===== config.mk =====
export PLATFORM = sky130hd
export DESIGN_NAME = afu_div
export DESIGN_NICKNAME = d
export VERILOG_FILES = /design/src/rtl/core/afu_pkg.sv /design/src/rtl/core/afu_div.sv
export SDC_FILE = /design/constraint.sdc
export NUM_CORES = 2
export LEC_CHECK = 0
export ABC_CLOCK_PERIOD_IN_PS = 4800
export BUFFER_PORTS_ARGS = -buffer_cell sky130_fd_sc_hd__buf_2
export CORE_MARGIN = 2
export CORE_UTILIZATION = 50
export DETAILED_ROUTE_END_ITERATION = 7
export GPL_ROUTABILITY_DRIVEN = 0
export PLACE_DENSITY = 0.68
export SLEW_MARGIN = 10
export SYNTH_ARGS = -nofsm -noshare
export SYNTH_HDL_FRONTEND = slang
export SYNTH_SLANG_ARGS = --single-unit

===== constraint.sdc =====
create_clock -name clk -period 4.8 [get_ports clk]
set_clock_uncertainty 0.05 [all_clocks]
set_input_delay 0.48 -clock clk [delete_from_list [all_inputs] [get_ports clk]]
set_output_delay 0.48 -clock clk [all_outputs]
set_load 0.01 [all_outputs]

===== src/rtl/core/afu_pkg.sv =====
package afu_pkg;

    // Fixed field widths and defaults.
    localparam int SAMPLE_W      = 16;
    localparam int FSEL_W        = 3;
    localparam int FRAC_BITS_DEF = 12;

    // The exponential datapath works in unsigned Q1.30.
    localparam int EXP_FRAC = 30;
    localparam int EXP_W    = EXP_FRAC + 1;

    // Numerator and denominator width of the divider.
    localparam int DIV_W = 64;

    // Exponent argument is the magnitude or twice the magnitude.
    localparam int ARG_W = SAMPLE_W + 1;

    typedef enum logic [FSEL_W-1:0] {
        FN_IDENTITY = 3'd0,
        FN_SIGMOID  = 3'd1,
        FN_TANH     = 3'd2,
        FN_RELU     = 3'd3,
        FN_SOFTSIGN = 3'd4,
        FN_SHIFTED  = 3'd5
    } func_sel_t;

    // Side information that travels with an item through the divider.
    typedef struct packed {
        logic negate;
        logic use_div;
    } afu_side_t;

    // Rounded exp(-k * 2^shift / 2^frac_bits) in Q1.30, for table building.
    function automatic logic [EXP_W-1:0] exp_q(input int unsigned k, input int shift,
                                               input int frac_bits);
        real arg;
        real v;
        arg = real'(k) * (2.0 ** (shift - frac_bits));
        v   = $exp(-arg) * (2.0 ** EXP_FRAC) + 0.5;
        return EXP_W'($rtoi(v));
    endfunction

endpackage


===== src/rtl/core/afu_div.sv =====
module afu_div
    import afu_pkg::*;
#(
    parameter int FRAC_BITS = FRAC_BITS_DEF,
    parameter int BYP_W     = 17
)
(
    input  logic                      clk,
    input  logic                      rst_n,
    input  logic                      en,
    input  logic                      in_valid,
    input  logic [DIV_W-1:0]          num,
    input  logic [DIV_W-1:0]          den,
    input  afu_side_t                 in_side,
    input  logic signed [BYP_W-1:0]   in_byp,
    output logic                      out_valid,
    output logic [FRAC_BITS+1:0]      quo,
    output afu_side_t                 out_side,
    output logic signed [BYP_W-1:0]   out_byp
);

    localparam int STEPS = FRAC_BITS + 1;
    localparam int QW    = FRAC_BITS + 2;

    logic                    v_reg    [STEPS+1];
    logic [DIV_W-1:0]        rem_reg  [STEPS+1];
    logic [DIV_W-1:0]        den_reg  [STEPS+1];
    logic [QW-1:0]           q_reg    [STEPS+1];
    afu_side_t               side_reg [STEPS+1];
    logic signed [BYP_W-1:0] byp_reg  [STEPS+1];

    // Entry register.
    always_ff @(posedge clk or negedge rst_n)
    begin
        if (!rst_n)
        begin
            v_reg[0] <= 1'b0;
        end
        else if (en)
        begin
            v_reg[0] <= in_valid;
        end
    end

    always_ff @(posedge clk)
    begin
        if (en)
        begin
            rem_reg[0]  <= num;
            den_reg[0]  <= den;
            q_reg[0]    <= '0;
            side_reg[0] <= in_side;
            byp_reg[0]  <= in_byp;
        end
    end

    // One restoring quotient bit per stage.
    for (genvar k = 0; k < STEPS; k++) begin : g_step
        logic [DIV_W:0]   sh;
        logic [DIV_W:0]   diff;
        logic             ge;
        logic [DIV_W-1:0] rem_next;
        logic [QW-1:0]    q_next;

        always_comb
        begin
            sh       = {rem_reg[k], 1'b0};
            diff     = sh - {1'b0, den_reg[k]};
            ge       = (sh >= {1'b0, den_reg[k]});
            rem_next = ge ? diff[DIV_W-1:0] : sh[DIV_W-1:0];
            q_next   = {q_reg[k][QW-2:0], ge};
        end

        always_ff @(posedge clk or negedge rst_n)
        begin
            if (!rst_n)
            begin
                v_reg[k+1] <= 1'b0;
            end
            else if (en)
            begin
                v_reg[k+1] <= v_reg[k];
            end
        end

        always_ff @(posedge clk)
        begin
            if (en)
            begin
                rem_reg[k+1]  <= rem_next;
                den_reg[k+1]  <= den_reg[k];
                q_reg[k+1]    <= q_next;
                side_reg[k+1] <= side_reg[k];
                byp_reg[k+1]  <= byp_reg[k];
            end
        end
    end

    assign out_valid = v_reg[STEPS];
    assign quo       = q_reg[STEPS];
    assign out_side  = side_reg[STEPS];
    assign out_byp   = byp_reg[STEPS];

endmodule


Yosys cells after proc, flatten, opt, wreduce, memory -nomap -nowiden
Memories as Yosys holds them, arrays and structs flattened.
Cells that the tools add are included.

storage, ports and cells
  bits of input ports = 151
  latch bits = 0
  memory bits (writable) = 2254
  output and inout port bits = 34
  memories = 5
  memory bits (read-only) = 0
  bits in registers = 14
  logic and storage cells = 60

operators by class
  $add $sub $neg = 13
  bitwise operators = 0
  div/mod/pow operators = 0
  multipliers = 0
  equal/unequal tests = 0
  $lt $le $gt $ge = 13
  shift operators = 0
  muxes and demuxes = 15
  reduce and logical (&&, ||, !) cells = 0

memory list
  memory    words  width  rd ports  clocked after memory_dff  wr ports  line           RTL
  den_reg   14     64     13        0                         14        afu_div.sv:27  logic [DIV_W-1:0] den_reg [STEPS+1];
  rem_reg   14     64     13        0                         14        afu_div.sv:26  logic [DIV_W-1:0] rem_reg [STEPS+1];
  byp_reg   14     17     14        0                         14        afu_div.sv:30  logic signed [BYP_W-1:0] byp_reg [STEPS+1];
  q_reg     14     14     14        0                         14        afu_div.sv:28  logic [QW-1:0] q_reg [STEPS+1];
  side_reg  14     2      14        0                         14        afu_div.sv:29  afu_side_t side_reg [STEPS+1];

operators by type and width
  cell                                          count
  greater-or-equal comparator 65 x 64 -> 1 bit  13
  2-to-1 mux 64 bit                             13
  subtractor 64 bit                             13
  2-to-1 mux 1 bit                              2

Longest topological paths before layout
An unclocked memory read counts as a cell.

  word-level depth = 3
  mapped depth = 18
  gate-level depth less buffers = 14

Worst setup path after synthesis
Ideal clock, no wire load.

  path type = register -> register
  start point = memory rem_reg[3][0], in the netlist rem_reg[0][192]
  end point = memory rem_reg[4][34], in the netlist rem_reg[0][290], data pin
  setup time = 270 ps
  arrival time = 3641 ps
  slack = 839 ps
  stages on the path, launching flop included = 16
  required time = 4480 ps
  period minus slack after synthesis = 3961 ps
  buffers on the path = 2
  cell sequence = edfxtp_1 ha_1 nor2b_1 o31a_1 o21a_1 o21ai_0 o2111ai_1 a31oi_1 o211ai_1 a221o_1 a211oi_1 nor2_1 clkbuf_1 clkbuf_1 nor2_1 a21oi_1

RTL lines
  item         line
  from (decl)  afu_div.sv:26

==> results.yml <==
logic_synthesis:
  ys.flop_type: "edfxtp_1"
  synth.distinct_cells: 92
  syn_area_um2: 118000
  async_reset_ff_share_pct: 0.688
  syn_area_per_cell_um2: 10.8
  ys_seq_elements: 2035
  synth_cells: 10900
  syn-num-nets: 11900
  synth.yosys.seq_area_share_pct: 51.8
  synth_edf_count: 2021
  yosys_warnings: 0
critical_path:
  endpoint_kind: "register"
  criticalPathCategory: "register to register"
  start_kind: "register"
  worstPathRequired_ns: 5.35
  path_max_fanout: 6
  arrival_ns: 5.21
sta:
  hold_ws_ns: 0.0556
  relSlewSlack_pct: 38.3
  worstMarginPinSlew_ns: 0.917
  final_hold_viol_count: 0
  period_share_pct: 97.2
  max_clock_freq_mhz: 214
  fin_ws_ns: 0.133
  final-setup-viol-count: 0
  period_needed_ns: 4.67
  slew_viol_final: 0
place:
  post_dp_cell_area_um2: 124000
  dp_hpwl_um: 198000
  portBuffers: 183
  dpl_worst_slack_ns: 0.0443
flow_run:
  drv_cap: 0
final_layout:
  final_common_cell: "edfxtp_1"
  areaGrowthSynthToFinish_pct: 12.6
  stdcell_area_um2: 133000
  nets: 12400
  layout_common_cells: "2021 x edfxtp_1, 1264 x a21oi_1, 1047 x inv_1, 831 x ha_1, 808 x nor2_1"
  final_util_pct: 56.5
  drive_gt1_share_pct: 10.5
drt:
  drt_iter0_markers: 6660
  dr.pass1.iters: 7
  num_vias: 83900
  drc: 0
  postRouteAntennaNets: 0
  routed_wl_um: 265000
  via_per_inst: 5.71
  wl_per_cell_um: 18.0
clocking:
  cts_tree: "done"
  cts.sinks: 2035
  cts-root-buf: "clkbuf_16"
  path_clk_slew_ns: 0.06
  htreeDepth: 4
  clockBufferDepth: 3
  cts_buffers: 214
  clock_latency_ns: 0.86
outcome:
  run_status: "completed"
power_and_ir_drop:
  p_per_area_nw_per_um2: 661
  p_leak_nw: 54.5
  max-vdd-ir-drop_mv: 0.474
  power_w: 0.0877
grt:
  grt-ovfl-total: 0
  antenna_found_initial: 2
  track_usage_pct: 21.6
  grt_pass1_wl_um: 419000
  grt_pass1_vias: 81000
  grt_max_degree: 173
floorplanning:
  start_util_pct: 50.2
  die_area_um2: 240000
  rows: 178
  fp.dieW_um: 489
  pin_count: 185
  fp.dieH_um: 489
  core_area_um2: 235000
hold_path:
  hold_path_class: "primary input to register"
==> worst max-delay path, stage by stage (launching register included) <==
cell	delay (ns)
edfxtp_1	0.39
ha_1	0.40
a21oi_2	0.22
o211ai_1	0.16
a211oi_1	0.43
a2111oi_1	0.15
buf_4	0.17
buf_4	0.13
a211oi_1	0.65
o21ai_1	0.15
a21oi_1	0.26
o21ai_1	0.15
a221o_1	0.40
a311oi_1	0.34
xnor2_1	0.10
mux2_2	0.26
==> layout make-up <==
class	count	area, µm²
sequential	2035	61000
clock inverter	149	1730
multi-input combinational	7439	51400
antenna	2	5.00
tap	3150	3940
inverter	1047	3930
fill	19300	102000
timing repair buffer	634	5140
clock buffer	247	5500
==> stage by stage <==
stage               std cells   TNS, ns
CTS                     14700         0
global placement        14200  -0.00899
global route            14700   -0.0639
floorplan               10900         0
detailed placement      14200         0
finish                  14700         0
==> synthesized netlist by cell type (all sizes together), types with 22 or more instances <==
cell type,instances,area [µm²]
mux2,310,3490
and3,83,521
nor4,38,238
xnor2,438,3840
o211ai,67,503
a211oi,64,485
o31ai,55,427
and4,33,289
a21boi,26,195
edfxtp,2021,60700
a221oi,23,201
a21oi,1265,6330
or3,24,155
and2,61,382
inv,1047,3930
nand3,194,971
nor3,117,586
o21bai,146,1100
o21a,85,638
a21o,486,3650
nand4,211,1320
a31o,26,236
nor2,809,3040
buf,82,403
clkbuf,319,1200
a41oi,22,193
or2,29,181
xor2,261,2290
o21ai,506,2540
a31oi,92,576
nor2b,110,696
nand2b,99,619
ha,831,10400
nand2,633,2380
==> timing repair <==
action,4_1_cts,5_1_grt
endpoints found under the setup margin,0,233
gates resized for setup,0,11
buffers inserted,0,3
hold buffers,150,0
hold endpoints to repair,162,0
==> kinds of logic (layout without fill, tap and decap cells) <==
family,after synthesis,after routing,synth area share (%)
AOI/OAI and AO/OA,3079,3079,16.2
xor gates and xnor gates,699,699,5.20
adders and majority gates,843,843,9.03
buffers and inverters,1448,2077,4.69
DFF,2035,2035,51.8
muxes,324,324,3.09
other,1,3,0.00318
and+or+nand+nor,2492,2493,10.0
==> routing by layer <==
metal | GRT usage, % | part of all wire, %
met1 | 27.2 | 42
met2 | 36.2 | 47
met3 | 2.58 | 5.3
met4 | 12.0 | 6.2
met5 | 0 | 0
==> power by group <==
group	leakage (nW)	internal [W]	switching, W	total, W
clock network	3.48	0.00978	0.00699	0.0168
logic	31.1	0.0185	0.0239	0.0424
registers	19.9	0.0260	0.00257	0.0286
total	54.5	0.0543	0.0335	0.0877
==> worst paths after layout <==
kind	startpoint	end	slack (ns)	cells after the start
setup reg to reg	rem_reg[1][141]$_DFFE_PP_	rem_reg[1][248]$_DFFE_PP_	0.13	15
hold / removal	en	den_reg[0][122]$_DFFE_PP_	0.06	1
setup / recovery	rem_reg[1][141]$_DFFE_PP_	rem_reg[1][248]$_DFFE_PP_	0.13	15
hold reg to reg	byp_reg[8][0]$_DFFE_PP_	byp_reg[9][0]$_DFFE_PP_	0.36	0
min in group asynchronous	rst_n	v_reg[10]$_DFFE_PN0P_	0.71	3
max in group asynchronous	rst_n	out_valid$_DFFE_PN0P_	3.59	3
No activity file was read; power rests on OpenSTA's default activity.
