**config.mk**
```make
export PLATFORM = sky130hd
export DESIGN_NAME = afu_exp
export DESIGN_NICKNAME = d
export VERILOG_FILES = /design/src/rtl/core/afu_pkg.sv /design/src/rtl/core/afu_exp.sv
export SDC_FILE = /design/constraint.sdc
export NUM_CORES = 2
export LEC_CHECK = 0
export ABC_AREA = 1
export ABC_CLOCK_PERIOD_IN_PS = 9100
export BUFFER_PORTS_ARGS = -buffer_cell sky130_fd_sc_hd__buf_2
export CORE_UTILIZATION = 53
export DETAILED_ROUTE_END_ITERATION = 12
export PLACE_DENSITY = 0.76
export SYNTH_ARGS = -nofsm -noshare
export SYNTH_HDL_FRONTEND = slang
export SYNTH_SLANG_ARGS = --single-unit
```
**constraint.sdc**
```tcl
create_clock -name clk -period 9.1 [get_ports clk]
set_clock_uncertainty 0.2 [all_clocks]
set_input_delay 2.73 -clock clk [delete_from_list [all_inputs] [get_ports clk]]
set_output_delay 2.73 -clock clk [all_outputs]
set_load 0.02 [all_outputs]
```
**src/rtl/core/afu_pkg.sv**
```systemverilog
package afu_pkg;

    // Fixed field widths and defaults.
    localparam int SAMPLE_W      = 16;
    localparam int FSEL_W        = 3;
    localparam int FRAC_BITS_DEF = 12;

    // The exponential datapath works in unsigned Q1.30.
    localparam int EXP_FRAC = 30;
    localparam int EXP_W    = EXP_FRAC + 1;

    // Numerator and denominator width of the divider.
    localparam int DIV_W = 64;

    // Exponent argument is the magnitude or twice the magnitude.
    localparam int ARG_W = SAMPLE_W + 1;

    typedef enum logic [FSEL_W-1:0] {
        FN_IDENTITY = 3'd0,
        FN_SIGMOID  = 3'd1,
        FN_TANH     = 3'd2,
        FN_RELU     = 3'd3,
        FN_SOFTSIGN = 3'd4,
        FN_SHIFTED  = 3'd5
    } func_sel_t;

    // Side information that travels with an item through the divider.
    typedef struct packed {
        logic negate;
        logic use_div;
    } afu_side_t;

    // Rounded exp(-k * 2^shift / 2^frac_bits) in Q1.30, for table building.
    function automatic logic [EXP_W-1:0] exp_q(input int unsigned k, input int shift,
                                               input int frac_bits);
        real arg;
        real v;
        arg = real'(k) * (2.0 ** (shift - frac_bits));
        v   = $exp(-arg) * (2.0 ** EXP_FRAC) + 0.5;
        return EXP_W'($rtoi(v));
    endfunction

endpackage

```
**src/rtl/core/afu_exp.sv**
```systemverilog
module afu_exp
    import afu_pkg::*;
#(
    parameter int FRAC_BITS = FRAC_BITS_DEF
)
(
    input  logic             clk,
    input  logic             en,
    input  logic [ARG_W-1:0] arg,
    output logic [EXP_W-1:0] e
);

    localparam int LO_W  = 6;
    localparam int MID_W = 6;
    localparam int HI_W  = ARG_W - LO_W - MID_W;

    logic [EXP_W-1:0] tab_lo  [2**LO_W];
    logic [EXP_W-1:0] tab_mid [2**MID_W];
    logic [EXP_W-1:0] tab_hi  [2**HI_W];

    logic [EXP_W-1:0] t_lo_reg;
    logic [EXP_W-1:0] t_mid_reg;
    logic [EXP_W-1:0] t_hi_reg;
    logic [EXP_W-1:0] t_hi_d_reg;
    logic [EXP_W-1:0] p_reg;
    logic [EXP_W-1:0] e_reg;

    logic [2*EXP_W-1:0] prod_a;
    logic [2*EXP_W-1:0] prod_b;

    // Constant tables of exp over the three argument chunks.
    for (genvar i = 0; i < 2**LO_W; i++) begin : g_lo
        assign tab_lo[i] = exp_q(i, 0, FRAC_BITS);
    end
    for (genvar i = 0; i < 2**MID_W; i++) begin : g_mid
        assign tab_mid[i] = exp_q(i, LO_W, FRAC_BITS);
    end
    for (genvar i = 0; i < 2**HI_W; i++) begin : g_hi
        assign tab_hi[i] = exp_q(i, LO_W + MID_W, FRAC_BITS);
    end

    assign prod_a = t_lo_reg * t_mid_reg;
    assign prod_b = p_reg * t_hi_d_reg;

    // Lookup, first product, second product.
    always_ff @(posedge clk)
    begin
        if (en)
        begin
            t_lo_reg   <= tab_lo[arg[LO_W-1:0]];
            t_mid_reg  <= tab_mid[arg[LO_W +: MID_W]];
            t_hi_reg   <= tab_hi[arg[ARG_W-1 -: HI_W]];
            p_reg      <= prod_a[EXP_FRAC +: EXP_W];
            t_hi_d_reg <= t_hi_reg;
            e_reg      <= prod_b[EXP_FRAC +: EXP_W];
        end
    end

    assign e = e_reg;

endmodule

```
# Yosys cells after proc, flatten, opt, wreduce, memory -nomap -nowiden
# Memory sizes are Yosys's and may differ from the RTL's. A register that Yosys moved wholly into a read port is not among the register bits.
# Cells that the tools add are included.
[word_totals] register_bits=93 romBits=4960 inputBits=19 output_inout_bits=31 mem_count=3
[classes] multipliers=2 bitwise_logic=3
[memory_table] memory="(no name shown)" depth=64 word_bits=31 rd=1 rd_clocked_by_memory_dff=1 write_ports=0 line="afu_exp.sv:51" rtl="t_mid_reg <= tab_mid[arg[LO_W +: MID_W]];"
[memory_table] memory="(no name shown)" depth=64 word_bits=31 rd=1 rd_clocked_by_memory_dff=1 write_ports=0 line="afu_exp.sv:50" rtl="t_lo_reg <= tab_lo[arg[LO_W-1:0]];"
[memory_table] memory="(no name shown)" depth=32 word_bits=31 rd=1 rd_clocked_by_memory_dff=1 write_ports=0 line="afu_exp.sv:52" rtl="t_hi_reg <= tab_hi[arg[ARG_W-1 -: HI_W]];"
[ops] op="31-bit by 31-bit multiplier with 61-bit output" n=2
[ops] op="6-bit inverter with 7-bit output" n=2
[ops] op="5-bit inverter with 6-bit output" n=1

# Logic depth before layout (Yosys ltp)
[depth] ltp_word=1 ltp_mapped=33 ltp_nobuf=31

# Least setup slack after synthesis
# Ideal clock, no wire load.
[synth_timing] kind="reg-to-reg" startpoint="register p_reg[27]" endpoint="register e_reg[20], in the netlist e[20], data pin" setup_time_ps=252 arrival_time_ps=6379 setup_slack_ps=2269 stages_incl_launch_ff=27 path_buffers=2 path_cell_list="edfxtp_1 > clkbuf_1 > buf_1 > nand2_1 > fa_1 > inv_1 > fa_1 > inv_1 > fa_1 > inv_1 > fa_1 > inv_1 > fa_1 > fa_1 > fa_1 > fa_1 > inv_1 > ha_1 > nand2_1 > nor2_1 > inv_1 > nor2_2 > inv_1 > nor4_1 > nand2_1 > nand3_1 > nand2_1"
[synth_between] elab_chain_cells=1
[synth_lines] item="start, declared" line="afu_exp.sv:25" rtl="logic [EXP_W-1:0] p_reg;"
[synth_lines] item="start signal, assigned" line="afu_exp.sv:53" rtl="p_reg <= prod_a[EXP_FRAC +: EXP_W];"
[synth_lines] item="31-bit by 31-bit multiplier with 61-bit output" line="afu_exp.sv:43" rtl="assign prod_b = p_reg * t_hi_d_reg;"
[synth_lines] item="via prod_b[50]" line="afu_exp.sv:29" rtl="logic [2*EXP_W-1:0] prod_b;"
[synth_lines] item="end signal, assigned" line="afu_exp.sv:55" rtl="e_reg <= prod_b[EXP_FRAC +: EXP_W];"
[synth_lines] item="end, declared" line="afu_exp.sv:26" rtl="logic [EXP_W-1:0] e_reg;"
# The timed path passes the listed nets, and every way through them passes these cells.
# A chain may end at the register's enable or synchronous reset.

# Final worst setup path
[layout_timing] startpoint="register t_lo_reg[28]" endpoint="register p_reg[11], data pin"
[layout_between] elab_chain_cells=1
[layout_lines] item="start, declared" line="afu_exp.sv:21" rtl="logic [EXP_W-1:0] t_lo_reg;"
[layout_lines] item="31-bit by 31-bit multiplier with 61-bit output" line="afu_exp.sv:42" rtl="assign prod_a = t_lo_reg * t_mid_reg;"
[layout_lines] item="via prod_a[41]" line="afu_exp.sv:28" rtl="logic [2*EXP_W-1:0] prod_a;"
# The timed path passes the listed nets, and every way through them passes these cells.

==> reports/metrics.yaml <==
status: "complete, but fails checks"
failed_checks: "DRC"
setup_viol: 0
syn_avg_cell_area_um2: 7.72
drtIter0Drc: 4841
vias_per_cell: 5.31
clk_pin_slew_ns: 0.09
worstReg2RegStart: "t_lo_reg[28]$_SDFFCE_PP1P_"
yosysSeqAreaShare: 0.0731
drtAntennaViolNets: 0
dr.pass1.iters: 10
place_congestion: 0.996
grt_overflow: 0
cp-start-kind: "flop"
final_max_slew_viol_count: 0
n_antenna_cell: 0
post_drt_wl_per_cell_um: 19.2
yosys.area.top_type_share: 0.433
cp.required_ns: 9.10
syn_to_final_growth_pct: 3.76
fillers: 12300
io_buffers: 49
cts_setup_buffers: 0
finalCritPeriodShare: 0.878
io_pins: 50
synth_ff_type: "edfxtp_1"
drv_cap: 0
min_delay_path_depth: 0
rr_endpoint: "p_reg[11]$_DFFE_PP_"
grt_pass1_vias: 62900
dieHeight_um: 369
cts_resized: 0
numCtsBuffers: 17
clock.fmax_mhz: 125
rows: 134
layout-drive-gt1-share: 0.0261
final.min_clock_period_ns: 7.99
rsz0062_at_grt: "no"
synth_seq_cells: 174
timing.reg2reg.worst_path_depth: 24
die_w_um: 369
path_class: "reg -> reg"
synth_async_sr_flop_share: 0
setup-tns-final_ns: 0
maxSlewHeadroom: 0.146
cts_tree: "yes"
end_kind: "flop"
reg2reg_slack_ns: 1.11
root_buffer: "clkbuf_16"
synth_area_um2: 71500
yosysWarnings: 0
postSynthCellCount: 9268
clk_latency_ns: 0.54
crit_path_max_fanout: 22
antenna_found_initial: 2
vias: 57800
synth_edf_count: 174
hold_viol: 0
drt_wl_total_um: 209000
grt_first_pass_wirelength_um: 336000
yosysTopAreaCell: "fa_1"
clkSinkCount: 174
dp_hpwl_um: 176000
grt_max_degree: 76
h-tree-depth: 4
clk_path_buf_depth: 2
cts_hold_buf: 0
initial_core_util: 0.535
cp.arrival_ns: 7.99
coreArea_um2: 134000
holdPathEnd: "t_hi_d_reg[30]$_DFFE_PP_"
min-delay-start: "t_hi_reg[30]$_SDFFCE_PN0P_"
regArea_um2: 5230
layout.nets: 11300
die-area_um2: 136000
yosysUniqueCellTypes: 53
multiInputGateArea_um2: 53800
tightest_slew_ns: 1.28
synth_fp_nets: 11400
synthTopCellsByArea: "fa_1 43%, inv_1 15%, nand2_1 13%"
grt_use_total: 0.317
min_path_type: "reg -> reg"
drc: 5
cells by family after synthesis:
group,share of synthesized area
buffers and inverters,0.175
DFF,0.0731
xor gates and xnor gates,0.00282
AOI/OAI and AO/OA,0.0464
and+or+nand+nor,0.163
adders and majority gates,0.540
metal layers:
metal | global-route usage | part of all wire
met4 | 0.131 | 0.045
met5 | 0 | 0.000062
met3 | 0.0487 | 0.083
met2 | 0.551 | 0.49
met1 | 0.391 | 0.38
placed cells by master (no fill, tap or decap), types with 4 or more instances in the layout:
cell type / instances
o211ai_1: 24
o22ai_1: 8
nand2_1: 2399
buf_4: 143
a31oi_1: 14
inv_1: 2934
a21o_1: 7
o221ai_1: 11
o311ai_0: 6
nor3_1: 27
buf_2: 48
ha_1: 608
edfxtp_1: 174
clkinv_8: 4
o21ai_1: 4
o31ai_1: 9
nand3_1: 152
a221oi_1: 5
a211oi_1: 4
nor4_1: 17
xor2_1: 13
a21oi_1: 224
fa_1: 1547
clkbuf_16: 17
o21ai_0: 207
inv_6: 4
xnor2_1: 10
o21a_1: 8
nand4_1: 30
o21bai_1: 23
nor2_1: 370
how the worst max path moves through the flow:
stage / from / end / depth (start not counted)
3_3_place_gp: t_hi_d_reg[11]$_DFFE_PP_ / e[29]$_DFFE_PP_ / 23
4_1_cts: t_hi_d_reg[11]$_DFFE_PP_ / e[29]$_DFFE_PP_ / 23
6_report: t_lo_reg[28]$_SDFFCE_PP1P_ / p_reg[11]$_DFFE_PP_ / 24
2_1_floorplan: p_reg[27]$_DFFE_PP_ / e[20]$_DFFE_PP_ / 26
3_5_place_dp: t_lo_reg[14]$_DFFE_PP_ / p_reg[11]$_DFFE_PP_ / 23
5_1_grt: t_mid_reg[4]$_DFFE_PP_ / p_reg[11]$_DFFE_PP_ / 26
through the flow:
step                      setup WS [ns]   util  cells  instance area [um^2]  hold slack [ns]
after floorplan                    2.27      -   9268                 71500            0.200
after global placement             1.26  0.551  10800                 73600            0.202
after detailed placement           1.22  0.551  10800                 73600            0.205
after CTS                          1.19  0.555  10900                 74200            0.220
after global routing              0.777  0.555  10900                 74200            0.227
final                              1.11  0.555  10900                 74200            0.221
Yosys cell counts (all sizes together) (3+ instances only):
cell    number
xnor2       10
a21oi      224
nand3      152
a32oi        3
o21a         8
o22ai        8
clkbuf     299
a32o         3
nand4       30
o31ai        9
nand2     2402
xor2        13
ha         608
inv       2937
o21bai      23
o211ai      24
edfxtp     174
o221ai      11
o311ai       7
nor2       373
nand3b       3
a31oi       14
buf         91
o21ai      212
nor4        17
a221oi       5
a21o         7
fa        1547
nor3        27
a211oi       4
layout make-up:
cell class              count  area share
repair buffers            193      0.0181
flip-flops and latches    174      0.0704
clock inverters            15     0.00272
well taps                1768      0.0298
inverters                2938       0.149
multi-input cells        5766       0.725
clock buffers              17     0.00573
critical path, cell delays in order (launching register included):
cell	delay, ns
edfxtp_1	0.76
buf_4	0.42
nand2_1	0.22
fa_1	0.62
fa_1	0.55
inv_1	0.06
fa_1	0.56
inv_1	0.06
fa_1	0.50
inv_1	0.05
fa_1	0.56
fa_1	0.43
fa_1	0.52
inv_1	0.06
fa_1	0.48
inv_1	0.04
ha_1	0.35
a21oi_1	0.23
o21ai_0	0.16
a21oi_1	0.23
nand2_1	0.11
inv_1	0.08
nand3_1	0.07
nand2_1	0.07
nand2_1	0.24
Power is left out: the tool's default activity adds up to more than one toggle a clock period on the data nets, which glitch-free logic cannot reach.
